**src/hdl/sods_ram.sv**
```systemverilog
// ----------------------------------------------------------------------------
// sods_ram
// Simple dual-port RAM, one write and one registered read per cycle.
// ----------------------------------------------------------------------------
module sods_ram #(
    parameter int DW = 8,
    parameter int AW = 8
) (
    input  logic          i_clk,
    input  logic          i_we,
    input  logic [AW-1:0] i_waddr,
    input  logic [DW-1:0] i_wdata,
    input  logic          i_re,
    input  logic [AW-1:0] i_raddr,
    output logic [DW-1:0] o_rdata
);
    logic [DW-1:0] r_mem [0:(1<<AW)-1];
    logic [DW-1:0] r_rdata;

    always_ff @(posedge i_clk) begin
        if (i_we) begin
            r_mem[i_waddr] <= i_wdata;
        end
        if (i_re) begin
            r_rdata <= r_mem[i_raddr];
        end
    end

    assign o_rdata = r_rdata;
endmodule

```
**config.mk**
```make
export PLATFORM = sky130hd
export DESIGN_NAME = sods_ram
export DESIGN_NICKNAME = d
export VERILOG_FILES = /design/src/hdl/sods_ram.sv
export SDC_FILE = /design/constraint.sdc
export NUM_CORES = 2
export LEC_CHECK = 0
export BUFFER_PORTS_ARGS = -buffer_cell sky130_fd_sc_hd__buf_2
export CAP_MARGIN = 10
export CORE_MARGIN = 4
export CORE_UTILIZATION = 40
export CTS_CLUSTER_DIAMETER = 200
export DETAILED_ROUTE_END_ITERATION = 10
export GPL_TIMING_DRIVEN = 0
export SLEW_MARGIN = 20
export SYNTH_ARGS = -nofsm -noshare
export SYNTH_HDL_FRONTEND = slang
export SYNTH_SLANG_ARGS = --single-unit
export TNS_END_PERCENT = 100
```
**constraint.sdc**
```tcl
create_clock -name i_clk -period 3.32 [get_ports i_clk]
set_input_delay 0.498 -clock i_clk [delete_from_list [all_inputs] [get_ports i_clk]]
set_output_delay 0.498 -clock i_clk [all_outputs]
set_load 0.05 [all_outputs]
```
==> impl_results.md <==
* Status: finished, violations left
* Violated checks: negative setup slack
* Wirelength per Cell at 35.57 um
* IO buf count at 27
* Compound-cell area share of the yosys netlist at 3.416%
* Shortest period the worst path allows at 3471 ps
* Syn avg cell area at 21.33 um2
* Total Routed Length at 242.9 mm
* Worst setup SP type: input port
* Yosys Warn Count at 0
* CP most frequent cell: buf_2
* CTS buffer count at 206
* Worst Slack Setup Final at -151.4 ps
* Cell variety after synth at 54
* Worst IR Drop VDD at ~590 uV
* RSZ-0062 raised after global routing: yes
* Crit end category: flip-flop
* Setup TNS Final at -421.6 ps
* DRC at 0
* First-pass GRT wire length at 332.4 mm
* Number of vias per cell at 6.048
* Post-place setup slack at -1946 ps
* Sequential fraction of the synthesis area at 77.53%
* Row cnt at 163
* Synth Area in XOR/XNOR at 0%
* Asr flop ratio synth at 0%
* Gp weighted congestion at between 0.9 and 1
* Core area at 0.1976 mm2
* CTS Sinks at slightly above 2k
* Longest Clk Path Bufs at 3
* Maxcap violations at 0
* Initial core utilization at 40.30%
* WP data required at 3870 ps
* Pins Over Slew Limit at 0
* Post-synthesis register bit count at approximately 2k
* DRT iter0 DRCs at 6201
* Leakage power at 0.02797 uW
* Worst-path clk slew at 60 ps
* WP data arrival at ~4000 ps
* FMAX at a little under 0.3 GHz
* Relative slew slack at ~19%
* Fin crit share at 104.6%
* Family with the most delay on the worst path: buffers and inverters
* Initial antenna violation count at 20
* Area delta synth->final at 14.42%
* Pin count of the biggest net entering global routing at approximately 130
* Hold Path Class: in -> reg
* Mapped Area at 0.07964 mm2
* Syn_nets at between 3k and 4k
* Fin. Hold Viols at 0
* DP Wirelength at 165.2 mm
* I/O Pins at 35
* Post-synthesis simple-gate area fraction at under 10%
* Ratio of cells with drive above 1 in the final layout at 24.07%
* Bufs and invs on worst path at 3
* Nets at 4033
* Mux share of post-synthesis cell area at 14.60%
* Vias in the first global route at 40.65k
* Worst slew pin tran at 1222 ps
* EDFF count, synth at 2056
* Total power draw at about 54000 uW
* Worst path cell trace: buf_2 > buf_2 > clkdlybuf4s15_1 > o221ai_1 > nor3_1 > a21oi_1 > a22oi_1 > nor4_4
* Drt first pass iters at 7
* Synth Instances at 3733
* CTS tree: built
* Max stage delay on crit path at 960 ps
* Finished Layout Cells at 6828
* Placed insts at 6434
* WS Path Type: in -> reg
* Die X at about 450 um
* Power per Cell Area at 597.5 mW/mm2
* Ys flop type: edfxtp_1
* Final Setup Violations at 7
* Slowest CP cell: clkdlybuf4s15_1
* Synthesized-area fraction occupied by adder cells at 0%
* Vias at ~41k
* DIE HEIGHT at between 400 and 500 um
* Largest family of logic cells by synthesized area: multiplexers
* Largest fanout on the critical path at 10
* Root Driver: clkbuf_16
* Hold WS at around 47 ps
* Gr ovfl total at 0
* Area of the die at 0.2063 mm2
* Gr usage total at approximately a quarter
* Htree depth at 4
* Clk_skew at 91.91 ps
* Clk_lat worst skew at about 870 ps
* Routed Antenna Nets at 0
## synth_stat cells, drive strengths merged, types with 10 or more instances
library cell,count,share of area (%)
mux4,456,13
mux2i,134,1.7
a21oi,96,0.60
nand2,33,0.16
a221oi,14,0.16
o21ai,12,0.075
o22ai,28,0.22
nor2,282,1.3
nor2b,31,0.24
o211ai,10,0.094
nand3,34,0.21
o221ai,47,0.52
a22oi,133,1.3
clkbuf,111,0.52
nand4,10,0.079
nor4,27,0.24
edfxtp,2056,78
nor3,22,0.14
buf,122,1.3
a211oi,16,0.15
## metal layers
metal  vias up  track usage (%)  part of all wire, %
met5         -                0                    0
met4         0            11.28                  5.7
met3       524            5.853                   10
met2      2536            35.92                   46
met1     21960            31.55                   38
li1      16280                -                    -
## report_power, final
| group | internal [uW] | total [uW] | switching (uW) |
|---|---|---|---|
| Sequential | 28600 | 28700 | 22.6 |
| Combinational | 992 | 3200 | 2210 |
| Clock | 12500 | 22600 | 10100 |
## cell type report
cell class                 count  area, um2
inverter                       2      7.507
antenna                        9      22.52
fill                       16380     106500
multi-input combinational   1442      16790
timing repair buffer          66       1151
sequential                  2056      61740
tap                         2640       3303
buffer                       232       1580
clock inverter               120       1162
clock buffer                 261       5361
## cells in the final DEF, fill, tap and decap left out, types with 12 or more instances in the layout
cell type,synthesis,final
nand2_1,33,33
clkinv_1,1,62
nor3_1,22,18
nor4_4,0,12
o221ai_1,46,46
a22oi_1,133,133
buf_16,0,28
mux2i_1,134,134
clkbuf_2,0,50
nor2_2,0,13
nand3_1,34,34
clkbuf_16,0,206
buf_4,27,29
buf_8,13,21
buf_6,21,21
buf_2,31,55
nor2b_1,31,30
clkinv_2,0,27
mux4_2,454,454
bufinv_16,0,13
a21oi_1,96,95
buf_12,8,14
o22ai_1,28,28
nor2_1,282,269
a211oi_1,16,16
clkbuf_1,111,112
edfxtp_1,2056,2056
## metrics by stage
step	util (%)	area, um2
final	46.11	91120
after CTS	46.05	91000
after floorplan	-	79640
after global routing	46.10	91110
after detailed placement	42.58	84150
after global placement	42.04	83070
## cell families after synthesis
kind of cell / after synthesis
mux: 591
compound gates: 385
buf+inv: 235
simple gates: 466
flops: 2056
## worst paths after layout
path | from | to | cells after the start | slack, ps
worst min register to register | r_mem[40][3] | o_rdata[3] | 6 | 1140
worst max-delay path | i_raddr[5] | o_rdata[6] | 8 | -150
worst max register to register | r_mem[83][3] | o_rdata[3] | 6 | 330
worst min-delay path | i_wdata[0] | r_mem[196][0] | 1 | 50
## registers in the layout, summed over array words and instances, names as in the netlist
register	count
r_mem	2048
o_rdata	8
## what timing repair did
item | in CTS | in global routing
endpoints found under the hold margin | 69 | 0
resized for setup | 65 | 23
pin swaps | 1 | 2
setup endpoints to repair | 8 | 7
setup buffers | 0 | 1
hold buffers | 4 | 0
No activity file was read; power rests on OpenSTA's default activity.
